## config.mk

```make
export PLATFORM = sky130hd
export DESIGN_NAME = pgg_sqrt_cell
export DESIGN_NICKNAME = d
export VERILOG_FILES = /design/src/sv/pgg_pkg.sv /design/src/sv/pgg_sqrt_cell.sv
export SDC_FILE = /design/constraint.sdc
export NUM_CORES = 1
export LEC_CHECK = 0
export BUFFER_PORTS_ARGS = -buffer_cell sky130_fd_sc_hd__clkbuf_2
export CAP_MARGIN = 15
export CORE_AREA = 2 2 251 253
export CTS_BUF_LIST = sky130_fd_sc_hd__clkbuf_4
export DETAILED_ROUTE_END_ITERATION = 6
export DIE_AREA = 0 0 253 255
export GPL_TIMING_DRIVEN = 1
export PLACE_DENSITY_LB_ADDON = 0.05
export SYNTH_ARGS = -nofsm -noshare
export SYNTH_HDL_FRONTEND = slang
export SYNTH_SLANG_ARGS = --single-unit
```

## constraint.sdc

```tcl
create_clock -name clk -period 20.3 [get_ports clk]
set_input_delay 3.045 -clock clk [delete_from_list [all_inputs] [get_ports clk]]
set_output_delay 3.045 -clock clk [all_outputs]
set_load 0.1 [all_outputs]
```

## src/sv/pgg_pkg.sv

```systemverilog
// Shared types, constants and step functions of the polar Gaussian generator.
package pgg_pkg;

  localparam int UNIFORM_BITS = 24;
  localparam int IN_FIELD_W   = 24;
  localparam int SQ_W         = 2 * UNIFORM_BITS;
  localparam int LOG_CELLS    = 32;
  localparam int SQRT_CELLS   = 32;
  localparam int DIV_CELLS    = 33;

  localparam logic [UNIFORM_BITS:0] U_FULL = {1'b1, {UNIFORM_BITS{1'b0}}};
  localparam logic [60:0] TWO_LN2_Q60 = 61'h162E42FEFA39EF35;
  localparam logic [31:0] MEAN_RESET = 32'h0000_0000;
  localparam logic [30:0] STD_RESET  = 31'd65536;

  typedef enum logic [0:0] {
    CFG_MEAN = 1'b0,
    CFG_STD  = 1'b1
  } cfg_idx_t;

  typedef struct packed {
    logic [UNIFORM_BITS-1:0] a_a;
    logic [UNIFORM_BITS-1:0] a_b;
    logic                    neg_a;
    logic                    neg_b;
    logic [5:0]              p;
    logic [4:0]              j;
  } side_t;

  typedef struct packed {
    side_t       side;
    logic [63:0] dop;
    logic [63:0] m;
    logic [31:0] frac;
  } log_t;

  typedef struct packed {
    side_t       side;
    logic [63:0] h_rem;
    logic [63:0] h_res;
    logic [63:0] d_rem;
    logic [63:0] d_res;
  } sqrt_t;

  typedef struct packed {
    side_t       side;
    logic [31:0] d;
    logic [64:0] rem_a;
    logic [32:0] q_a;
    logic [64:0] rem_b;
    logic [32:0] q_b;
  } div_t;

  typedef struct packed {
    logic [63:0] rem;
    logic [63:0] res;
  } sq_pair_t;

  typedef struct packed {
    logic [64:0] rem;
    logic [32:0] q;
  } div_pair_t;

  typedef struct packed {
    logic                    bad;
    logic                    neg;
    logic [UNIFORM_BITS-1:0] mag;
  } umap_t;

  function automatic umap_t uni_map(input logic [UNIFORM_BITS-1:0] u);
    logic [UNIFORM_BITS:0] twice;
    logic [UNIFORM_BITS:0] diff;
    umap_t r;
    twice = {u, 1'b0};
    if (u[UNIFORM_BITS-1]) begin
      diff = twice - U_FULL;
    end else begin
      diff = U_FULL - twice;
    end
    r.bad = diff[UNIFORM_BITS];
    r.neg = ~u[UNIFORM_BITS-1];
    r.mag = diff[UNIFORM_BITS-1:0];
    return r;
  endfunction

  function automatic logic [5:0] top_bit(input logic [63:0] s);
    logic [5:0] r;
    r = 6'd0;
    for (int i = 0; i < 64; i++) begin
      if (s[i]) begin
        r = 6'(i);
      end
    end
    return r;
  endfunction

  function automatic sq_pair_t sqrt_step(input logic [63:0] rem, input logic [63:0] res,
                                         input logic [63:0] bitv);
    logic [64:0] trial;
    sq_pair_t r;
    trial = {1'b0, res} + {1'b0, bitv};
    if ({1'b0, rem} >= trial) begin
      r.rem = rem - trial[63:0];
      r.res = (res >> 1) + bitv;
    end else begin
      r.rem = rem;
      r.res = res >> 1;
    end
    return r;
  endfunction

  function automatic div_pair_t div_step(input logic [64:0] rem, input logic [32:0] q,
                                         input logic [64:0] dd);
    div_pair_t r;
    if (rem >= dd) begin
      r.rem = rem - dd;
      r.q   = {q[31:0], 1'b1};
    end else begin
      r.rem = rem;
      r.q   = {q[31:0], 1'b0};
    end
    return r;
  endfunction

endpackage

```

## src/sv/pgg_sqrt_cell.sv

```systemverilog
// One digit of the two integer square roots, sqrt(-2 ln w) and the divisor.
module pgg_sqrt_cell (
  input  logic            clk,
  input  logic            rst_n,
  input  logic            en,
  input  logic [4:0]      step,
  input  logic            in_v,
  input  pgg_pkg::sqrt_t  in_p,
  output logic            out_v,
  output pgg_pkg::sqrt_t  out_p
);

  logic                 v_r;
  pgg_pkg::sqrt_t       p_r;
  pgg_pkg::sqrt_t       p_nxt;
  logic [63:0]          bitv;
  pgg_pkg::sq_pair_t    hs;
  pgg_pkg::sq_pair_t    ds;

  always_comb begin
    bitv        = 64'd1 << (6'd62 - {step, 1'b0});
    hs          = pgg_pkg::sqrt_step(in_p.h_rem, in_p.h_res, bitv);
    ds          = pgg_pkg::sqrt_step(in_p.d_rem, in_p.d_res, bitv);
    p_nxt.side  = in_p.side;
    p_nxt.h_rem = hs.rem;
    p_nxt.h_res = hs.res;
    p_nxt.d_rem = ds.rem;
    p_nxt.d_res = ds.res;
  end

  always_ff @(posedge clk) begin
    if (!rst_n) begin
      v_r <= 1'b0;
    end else if (en) begin
      v_r <= in_v;
    end
  end

  always_ff @(posedge clk) begin
    if (en) begin
      p_r <= p_nxt;
    end
  end

  assign out_v = v_r;
  assign out_p = p_r;

endmodule

```

==> results.json <==
{
  "status": "finished clean",
  "cpMaxStageDelayCell": "buf_4",
  "clkSinkCount": 318,
  "die_w_um": 253,
  "std_cell_rows": 92,
  "root_buffer": "clkbuf_4",
  "leakage_uw": 0.01425,
  "synth_edf_count": 317,
  "postCtsSetupBuffers": 0,
  "syn-cell-area_um2": 27740,
  "max_cap_violations": 0,
  "arrival_ps": 11130,
  "overflow": 0,
  "grt_pass1_vias": 25800,
  "synthAdderAreaFrac": 0.1187,
  "drive_above_1_share": 0.2248,
  "rsz0062_at_grt": "no",
  "critPathCaptureType": "flop",
  "area_delta_synth_final_pct": 18.14,
  "nNetsFinal": 4358,
  "critical_path_buf_inv_count": 3,
  "ys_async_sr_fraction": 0,
  "critical-path-max-stage-delay_ps": 850,
  "die_h_um": 255,
  "pin_count": 644,
  "muxShareOfSynthArea": 0.008434,
  "cp_top_family": "compound AO/OA/AOI/OAI gates",
  "crit_type": "input pin to flop",
  "power.share.switching": 0.4807,
  "wl_mm": 101.8,
  "cts_tree": "done",
  "irDropWorstVdd_v": 0.00005714,
  "die_area_um2": 64520,
  "drc": 0,
  "postCtsResizedCells": 0,
  "dr.first_iter.drc_count": 1715,
  "p_seq_frac": 0.320,
  "clk_pin_slew_worst_paths_ps": 60,
  "cts_hold_buf": 0,
  "place_congestion": 0.9448,
  "intPower_uw": 1386,
  "port_buffers": 643,
  "p_sw_uw": 1283,
  "setup_violations": 0,
  "vias_per_cell": 5.748,
  "wl_per_cell_um": 21.87,
  "firstDrtPassIters": 6,
  "ant_nets": 0,
  "hold_viol": 0,
  "synth_top_family_by_area": "compound AO/OA/AOI/OAI gates",
  "hold_class": "flop to flop",
  "dp_worst_setup_slack_ps": 8943,
  "numCtsBuffers": 90,
  "fmax_mhz": 94.63,
  "grt_use_total": 0.3040,
  "dp_hpwl_mm": 83.59,
  "tns_ps": 0,
  "syn_area_per_cell_um2": 8.868,
  "finClkSkew_ps": 0,
  "crit_fanout": 117,
  "required_ps": 20860,
  "power.density_nw_per_um2": 81.43,
  "ys.flop_type": "edfxtp_1",
  "syn_inst": 3128,
  "initial_core_util": 0.4463,
  "htree_levels": 3,
  "synth_xor_area_frac": 0.1137,
  "postSynthNetCount": 3716,
  "relSlewSlack": 0.2838,
  "grt_pass1_wl_mm": 149.7,
  "ys_warn_count": 0,
  "report.final.slew_viol_count": 0,
  "antenna_found_initial": 23,
  "ys_seq_area_frac": 0.3439,
  "cts.path.max_buffers": 3,
  "synthDistinctLibCells": 84,
  "period_minus_slack_ps": 10570,
  "post-route-util": 0.5272,
  "tightestPinTransition_ps": 1065,
  "min_period_over_period": 0.5206,
  "worstSkewPairLatency_ps": 820,
  "pwr-share-comb": 0.455,
  "fin_hold_ws_ps": 523.2,
  "p_clk_frac": 0.225,
  "finalWorstSetupSlack_ps": 9732,
  "grt_max_degree": 118,
  "synth_simple_gate_area_share": 0.1644,
  "vias": 26750,
  "synth_compound_area_frac": 0.2239,
  "core_um2": 62160,
  "ys_ff_latch": 318,
  "start_kind": "input pin"
}
## metal layers
| layer | GRT usage | vias to the layer above | wire length (um) |
|---|---|---|---|
| li1 | - | 12970 | - |
| met1 | 0.3684 | 12530 | 40800 |
| met2 | 0.5132 | 1059 | 48520 |
| met3 | 0.08075 | 180 | 9036 |
| met4 | 0.1238 | 10 | 3366 |
| met5 | 0 | - | 65 |
## final timing paths
path	depth (start not counted)	from	endpoint	slack [ps]
max	27	step[0]	out_p[174]	9730
min	2	out_v	out_v	520
max reg2reg	2	out_v	out_v	19710
min reg2reg	2	out_v	out_v	520
## Yosys cell counts, types with 13 or more instances
cell type	number	area [um2]
nand2_1	440	1652
edfxtp_1	317	9519
o21ai_0	301	1506
ha_1	260	3253
a21oi_1	222	1111
nor2_1	221	829.6
xor2_1	202	1769
xnor2_1	158	1384
a31oi_1	112	700.7
a21o_1	89	668.1
clkbuf_1	73	274.0
inv_1	70	262.8
o21bai_1	61	457.9
nand4_1	60	375.4
nand3_1	50	250.2
nor2b_1	36	225.2
nand2b_1	31	193.9
nor3_1	31	155.2
a31o_2	29	254.0
and2_1	25	156.4
buf_2	24	120.1
and3_1	22	137.6
o21a_1	20	150.1
o21ai_1	19	95.09
nor4_1	18	112.6
mux2_1	16	180.2
a211oi_1	14	105.1
o211ai_1	14	105.1
o31ai_1	14	105.1
and4_1	13	113.9
## sequential cells by signal (all words and copies together), names as in the netlist
signal  flops
out_p     317
out_v       1
## logic make-up (layout without fill, tap and decap cells)
kind of cell | after synthesis | count (layout)
AO/OA/AOI/OAI | 993 | 993
flip-flops | 318 | 318
AND/OR/NAND/NOR | 997 | 997
adder cells (fa/ha/maj) | 262 | 262
other | 0 | 21
multiplexers | 21 | 21
buffers and inverters | 177 | 883
XOR/XNOR | 360 | 360
## stage by stage
step,total power [uW],cells,instance area [um2]
floorplan,1805,3128,27740
global placement,2070,4477,31600
detailed placement,2076,4477,31600
CTS,2691,4633,32720
global route,2797,4651,32770
finish,2669,4654,32770
## tightest hold or removal path, stage by stage (launching register included)
cell     delay [ps]
dfxtp_1         330
mux2i_1          70
nor2b_1         100
## cell usage in the layout (no fill, tap or decap), drive strengths merged, types with 9 or more instances in the layout
master	n
o21ai	320
inv	71
and4	13
a21o	89
o211ai	14
ha	260
edfxtp	317
nand3b	9
nand4	60
nor2b	36
nor2	221
clkbuf	771
nand2b	31
a31oi	112
o31ai	16
buf	15
o41ai	10
nor3	31
or2	12
o21bai	61
xnor2	158
clkinv	23
and3	22
a31o	31
o21a	21
mux2	19
nor4	18
xor2	202
or3	11
nand3	50
diode	21
and2	25
nand2	441
a21oi	222
a211oi	15
## power by group through the flow
stage	logic [uW]	clock network, uW	registers (uW)
floorplan	384	0	1420
global placement	1200	0	867
detailed placement	1210	0	867
CTS	1210	624	855
global route	1280	652	860
finish	1210	600	854
## layout make-up
cell class | count | area [um2]
antenna | 21 | 52.55
clock buffer | 129 | 968.4
clock inverter | 27 | 152.6
fill | 6006 | 29390
inverter | 70 | 262.8
multi-input combinational | 2633 | 17460
sequential | 318 | 9539
tap | 799 | 999.7
timing repair buffer | 657 | 3333
No activity file was read; power rests on OpenSTA's default activity.
