--- config.mk ---
export PLATFORM = sky130hd
export DESIGN_NAME = pgg_div_cell
export DESIGN_NICKNAME = d
export VERILOG_FILES = /design/src/sv/pgg_pkg.sv /design/src/sv/pgg_div_cell.sv
export SDC_FILE = /design/constraint.sdc
export NUM_CORES = 1
export LEC_CHECK = 0
export BUFFER_PORTS_ARGS = -buffer_cell sky130_fd_sc_hd__buf_2
export CORE_AREA = 2 2 228 230
export DETAILED_ROUTE_END_ITERATION = 12
export DIE_AREA = 0 0 230 232
export GPL_TIMING_DRIVEN = 0
export HOLD_SLACK_MARGIN = 0.08
export PLACE_DENSITY = 0.68
export SYNTH_ARGS = -nofsm -noshare
export SYNTH_HDL_FRONTEND = slang
export SYNTH_SLANG_ARGS = --single-unit
--- constraint.sdc ---
create_clock -name clk -period 14.7 [get_ports clk]
set_input_delay 0.735 -clock clk [delete_from_list [all_inputs] [get_ports clk]]
set_output_delay 0.735 -clock clk [all_outputs]
set_load 0.05 [all_outputs]
--- src/sv/pgg_pkg.sv ---
// Shared types, constants and step functions of the polar Gaussian generator.
package pgg_pkg;

  localparam int UNIFORM_BITS = 24;
  localparam int IN_FIELD_W   = 24;
  localparam int SQ_W         = 2 * UNIFORM_BITS;
  localparam int LOG_CELLS    = 32;
  localparam int SQRT_CELLS   = 32;
  localparam int DIV_CELLS    = 33;

  localparam logic [UNIFORM_BITS:0] U_FULL = {1'b1, {UNIFORM_BITS{1'b0}}};
  localparam logic [60:0] TWO_LN2_Q60 = 61'h162E42FEFA39EF35;
  localparam logic [31:0] MEAN_RESET = 32'h0000_0000;
  localparam logic [30:0] STD_RESET  = 31'd65536;

  typedef enum logic [0:0] {
    CFG_MEAN = 1'b0,
    CFG_STD  = 1'b1
  } cfg_idx_t;

  typedef struct packed {
    logic [UNIFORM_BITS-1:0] a_a;
    logic [UNIFORM_BITS-1:0] a_b;
    logic                    neg_a;
    logic                    neg_b;
    logic [5:0]              p;
    logic [4:0]              j;
  } side_t;

  typedef struct packed {
    side_t       side;
    logic [63:0] dop;
    logic [63:0] m;
    logic [31:0] frac;
  } log_t;

  typedef struct packed {
    side_t       side;
    logic [63:0] h_rem;
    logic [63:0] h_res;
    logic [63:0] d_rem;
    logic [63:0] d_res;
  } sqrt_t;

  typedef struct packed {
    side_t       side;
    logic [31:0] d;
    logic [64:0] rem_a;
    logic [32:0] q_a;
    logic [64:0] rem_b;
    logic [32:0] q_b;
  } div_t;

  typedef struct packed {
    logic [63:0] rem;
    logic [63:0] res;
  } sq_pair_t;

  typedef struct packed {
    logic [64:0] rem;
    logic [32:0] q;
  } div_pair_t;

  typedef struct packed {
    logic                    bad;
    logic                    neg;
    logic [UNIFORM_BITS-1:0] mag;
  } umap_t;

  function automatic umap_t uni_map(input logic [UNIFORM_BITS-1:0] u);
    logic [UNIFORM_BITS:0] twice;
    logic [UNIFORM_BITS:0] diff;
    umap_t r;
    twice = {u, 1'b0};
    if (u[UNIFORM_BITS-1]) begin
      diff = twice - U_FULL;
    end else begin
      diff = U_FULL - twice;
    end
    r.bad = diff[UNIFORM_BITS];
    r.neg = ~u[UNIFORM_BITS-1];
    r.mag = diff[UNIFORM_BITS-1:0];
    return r;
  endfunction

  function automatic logic [5:0] top_bit(input logic [63:0] s);
    logic [5:0] r;
    r = 6'd0;
    for (int i = 0; i < 64; i++) begin
      if (s[i]) begin
        r = 6'(i);
      end
    end
    return r;
  endfunction

  function automatic sq_pair_t sqrt_step(input logic [63:0] rem, input logic [63:0] res,
                                         input logic [63:0] bitv);
    logic [64:0] trial;
    sq_pair_t r;
    trial = {1'b0, res} + {1'b0, bitv};
    if ({1'b0, rem} >= trial) begin
      r.rem = rem - trial[63:0];
      r.res = (res >> 1) + bitv;
    end else begin
      r.rem = rem;
      r.res = res >> 1;
    end
    return r;
  endfunction

  function automatic div_pair_t div_step(input logic [64:0] rem, input logic [32:0] q,
                                         input logic [64:0] dd);
    div_pair_t r;
    if (rem >= dd) begin
      r.rem = rem - dd;
      r.q   = {q[31:0], 1'b1};
    end else begin
      r.rem = rem;
      r.q   = {q[31:0], 1'b0};
    end
    return r;
  endfunction

endpackage

--- src/sv/pgg_div_cell.sv ---
// One quotient bit of both restoring divisions by the shared divisor.
module pgg_div_cell (
  input  logic           clk,
  input  logic           rst_n,
  input  logic           en,
  input  logic [5:0]     shift_k,
  input  logic           in_v,
  input  pgg_pkg::div_t  in_p,
  output logic           out_v,
  output pgg_pkg::div_t  out_p
);

  logic                 v_r;
  pgg_pkg::div_t        p_r;
  pgg_pkg::div_t        p_nxt;
  logic [64:0]          dd;
  pgg_pkg::div_pair_t   da;
  pgg_pkg::div_pair_t   db;

  always_comb begin
    dd          = {33'b0, in_p.d} << shift_k;
    da          = pgg_pkg::div_step(in_p.rem_a, in_p.q_a, dd);
    db          = pgg_pkg::div_step(in_p.rem_b, in_p.q_b, dd);
    p_nxt.side  = in_p.side;
    p_nxt.d     = in_p.d;
    p_nxt.rem_a = da.rem;
    p_nxt.q_a   = da.q;
    p_nxt.rem_b = db.rem;
    p_nxt.q_b   = db.q;
  end

  always_ff @(posedge clk) begin
    if (!rst_n) begin
      v_r <= 1'b0;
    end else if (en) begin
      v_r <= in_v;
    end
  end

  always_ff @(posedge clk) begin
    if (en) begin
      p_r <= p_nxt;
    end
  end

  assign out_v = v_r;
  assign out_p = p_r;

endmodule

==> flow_metrics.py <==
metrics = {
    "outcome": {
        "status": "completed",
    },
    "power_and_ir_drop": {
        "clkPwrFrac": 0.250,
        "leakage_nw": 10.5,
        "cellInternalPower_mw": 1.93,
        "power_switching_share": 0.417,
        "seq_power_share": 0.327,
        "peakVddDrop_mv": 0.0848,
        "p_comb_frac": 0.423,
        "switchingPower_mw": 1.38,
        "powerDensity_mw_per_mm2": 130,
    },
    "yosys": {
        "ys_types": 92,
        "synth-edff-count": 289,
        "async_flop_share": 0,
        "syn_area_mm2": 0.0204,
        "avgSynthCellArea_um2": 9.94,
        "syn_nets": 2487,
        "ys_seq_area_frac": 0.426,
        "synth_cells": 2054,
        "yosys_warnings": 0,
        "synth_seq_cells": 290,
        "yosys_most_used_dff": "edfxtp_1",
    },
    "routing": {
        "drc": 0,
        "drtAntennaViolNets": 0,
        "routed_wl_mm": 83.4,
        "viasPerCell": 5.73,
        "drtPass1Iterations": 5,
        "drt-wirelength-per-cell_um": 24.7,
        "drt_iter0_drc": 1641,
        "vias": 19394,
    },
    "worst_setup_path": {
        "worstReg2RegStart": "out_v",
        "endpoint": "out_p[92]",
        "r2r_cells": 2,
        "cp-end-kind": "flip-flop",
        "worstSetupPathType": "primary input to flip-flop",
        "path_max_fanout": 10,
        "cp-start-kind": "primary input",
        "crit_top_cell": "a21oi_1",
        "required_ns": 14.98,
        "cpPeakStageDelay_ns": 0.55,
        "path_cells": "buf_2, buf_1, clkbuf_1, mux2i_1, a21oi_1, mux2i_1, o21ai_0, nor2_1, a21oi_1, a21oi_1, ha_1, clkbuf_1, nand2_1, a211o_1, o21ai_0, a31oi_4, o21ai_2, a31oi_4, o21ai_1, buf_4, buf_6, mux2_1",
        "cp-startpoint": "shift_k[0]",
        "reg2reg_slack_ns": 14.10,
        "cpMaxStageDelayCell": "buf_1",
        "r2r-end": "out_v",
        "crit_arrival_ns": 7.13,
    },
    "global_route": {
        "overflow": 0,
        "grt_max_degree": 126,
        "track_usage": 0.300,
        "grt_pass1_wl_mm": 120,
        "antenna_found_initial": 8,
        "grt_pass1_vias": 18881,
    },
    "clock_network": {
        "cts_sinks": 290,
        "cts_resized": 0,
        "cts_hold_buf": 0,
        "postCtsSetupBuffers": 0,
        "cts_max_level": 2,
        "root_buffer": "clkbuf_16",
        "cts_tree": "built",
        "clk_path_buf_depth": 3,
        "numCtsBuffers": 34,
        "cts.clk_slew.worst_paths_ns": 0.06,
        "clock_latency_ns": 0.54,
    },
    "floorplan": {
        "start_util": 0.401,
        "die_h_um": 232,
        "io_pins": 589,
        "num_rows": 83,
        "die_area_mm2": 0.0534,
        "coreArea_mm2": 0.0509,
        "die_w_um": 230,
    },
    "placement": {
        "dpl.hpwl_mm": 69.2,
        "portBuffers": 584,
        "dpl_worst_slack_ns": 7.48,
        "gp_congestion": 0.986,
    },
    "sta": {
        "max_freq_mhz": 146,
        "setup_viol": 0,
        "skew_ns": 0,
        "slew_viol_final": 0,
        "period_share": 0.466,
        "rsz0062_at_grt": "false",
        "fin_ws_ns": 7.85,
        "min_period_ns": 6.85,
        "setup_tns_ns": 0,
        "max_slew.worst_pin.slew_ns": 1.29,
        "hold_violations": 0,
        "slew_headroom": 0.129,
    },
    "min_path": {
        "hp-start": "in_p[241]",
        "holdCritPathClass": "primary input to flip-flop",
    },
    "finish": {
        "fin_nets": 3109,
        "drive_gt1_frac": 0.275,
        "syn_to_final_growth_pct": 24.1,
    },
    "run": {
        "drv_cap": 0,
    },
}
## power groups by stage
stage	clock network (mW)	registers (mW)	logic, mW
after global placement	0	1.10	1.38
after CTS	0.847	1.08	1.39
after floorplan	0	1.48	0.584
final	0.826	1.08	1.40
after global routing	0.877	1.09	1.49
after detailed placement	0	1.10	1.38
## worst max-delay path: cells and delay by family
family / cells / cell delay, ns
buf+inv: 6 / 2.15
fa+ha+maj: 1 / 0.34
mux: 3 / 0.74
simple gates: 2 / 0.21
compound gates: 10 / 2.93
## final cells by class
type / instances / area, um^2
inverter: 49 / 184
antenna: 2 / 5.00
fill: 4812 / 25500
multi-input combinational: 1614 / 11100
tap: 680 / 851
clock buffer: 40 / 895
buffer: 101 / 474
sequential: 290 / 8700
clock inverter: 21 / 188
timing repair buffer: 586 / 2990
## through the flow
stage / util / std cells / hold WS, ns / power, mW / area, um^2
finish: 0.498 / 3383 / 0.366 / 3.31 / 25300
floorplan: - / 2054 / 0.743 / 2.06 / 20400
global placement: 0.475 / 3318 / 0.497 / 2.48 / 24200
CTS: 0.498 / 3381 / 0.335 / 3.32 / 25300
global route: 0.498 / 3382 / 0.340 / 3.45 / 25300
detailed placement: 0.477 / 3320 / 0.518 / 2.48 / 24300
## worst min-delay path by stage
stage	endpoint	cells past startpoint
2_1_floorplan	out_v	2
3_3_place_gp	out_v	2
3_5_place_dp	out_v	2
4_1_cts	out_p[118]	1
5_1_grt	out_p[1]	1
6_report	out_p[241]	1
## layout by cell type, fill, tap and decap left out, types with 35 or more instances in the layout
master	count
a21o_1	53
a21oi_1	205
buf_2	600
clkbuf_1	61
clkbuf_16	35
edfxtp_1	289
ha_1	132
inv_1	46
mux2_1	48
mux2i_1	43
nand2_1	279
nand4_1	39
nor2_1	113
o21ai_0	166
xnor2_1	70
xor2_1	45
## Yosys cell counts (4+ instances only)
library cell    n  share of area
edfxtp_1      289           0.43
nand2_1       279          0.051
a21oi_1       205          0.050
o21ai_0       166          0.041
ha_1          132          0.081
nor2_1        113          0.021
xnor2_1        70          0.030
clkbuf_1       56          0.010
a21o_1         53          0.019
mux2_1         48          0.026
inv_1          46         0.0085
xor2_1         45          0.019
mux2i_1        43          0.021
nand4_1        39          0.012
o21bai_1       31          0.011
nand3_1        29         0.0071
nor3_1         27         0.0066
mux2_2         25          0.014
nor2b_1        22         0.0067
o21a_1         20         0.0074
mux4_2         19          0.021
a31oi_1        17         0.0052
buf_2          17         0.0042
nand2b_1       17         0.0052
a211oi_1       16         0.0059
o31ai_1        16         0.0059
and2_1         15         0.0046
and3_1         15         0.0046
a22oi_1        14         0.0051
o21ai_1        14         0.0034
buf_1          12         0.0022
nor4_1         10         0.0031
o211ai_1        8         0.0029
o22ai_1         8         0.0025
a21boi_0        7         0.0026
buf_6           7         0.0039
or3_1           7         0.0021
clkbuf_2        5         0.0012
and4_1          4         0.0017
buf_4           4         0.0015
o2111ai_1       4         0.0017
or2_2           4         0.0012
## flip-flops by register name, indices dropped and copies added, names as in the netlist
name,flops
out_v,1
out_p,289
## logic make-up (layout without fill, tap and decap cells)
family | Yosys count | after routing | share of synthesized area
compound gates | 641 | 641 | 0.197
fa+ha+maj | 134 | 134 | 0.0829
buf+inv | 150 | 797 | 0.0322
mux | 135 | 135 | 0.0823
other cells | 0 | 2 | 0
flops | 290 | 290 | 0.426
xor+xnor | 115 | 115 | 0.0493
simple gates | 589 | 589 | 0.130
## routing by layer
layer,global-route usage,vias up,share of wire
met4,0.124,10,0.045
met5,0,-,0.00070
met1,0.369,9334,0.40
li1,-,8983,-
met2,0.521,897,0.48
met3,0.0534,170,0.071
Power figures use the tool's default switching activity.
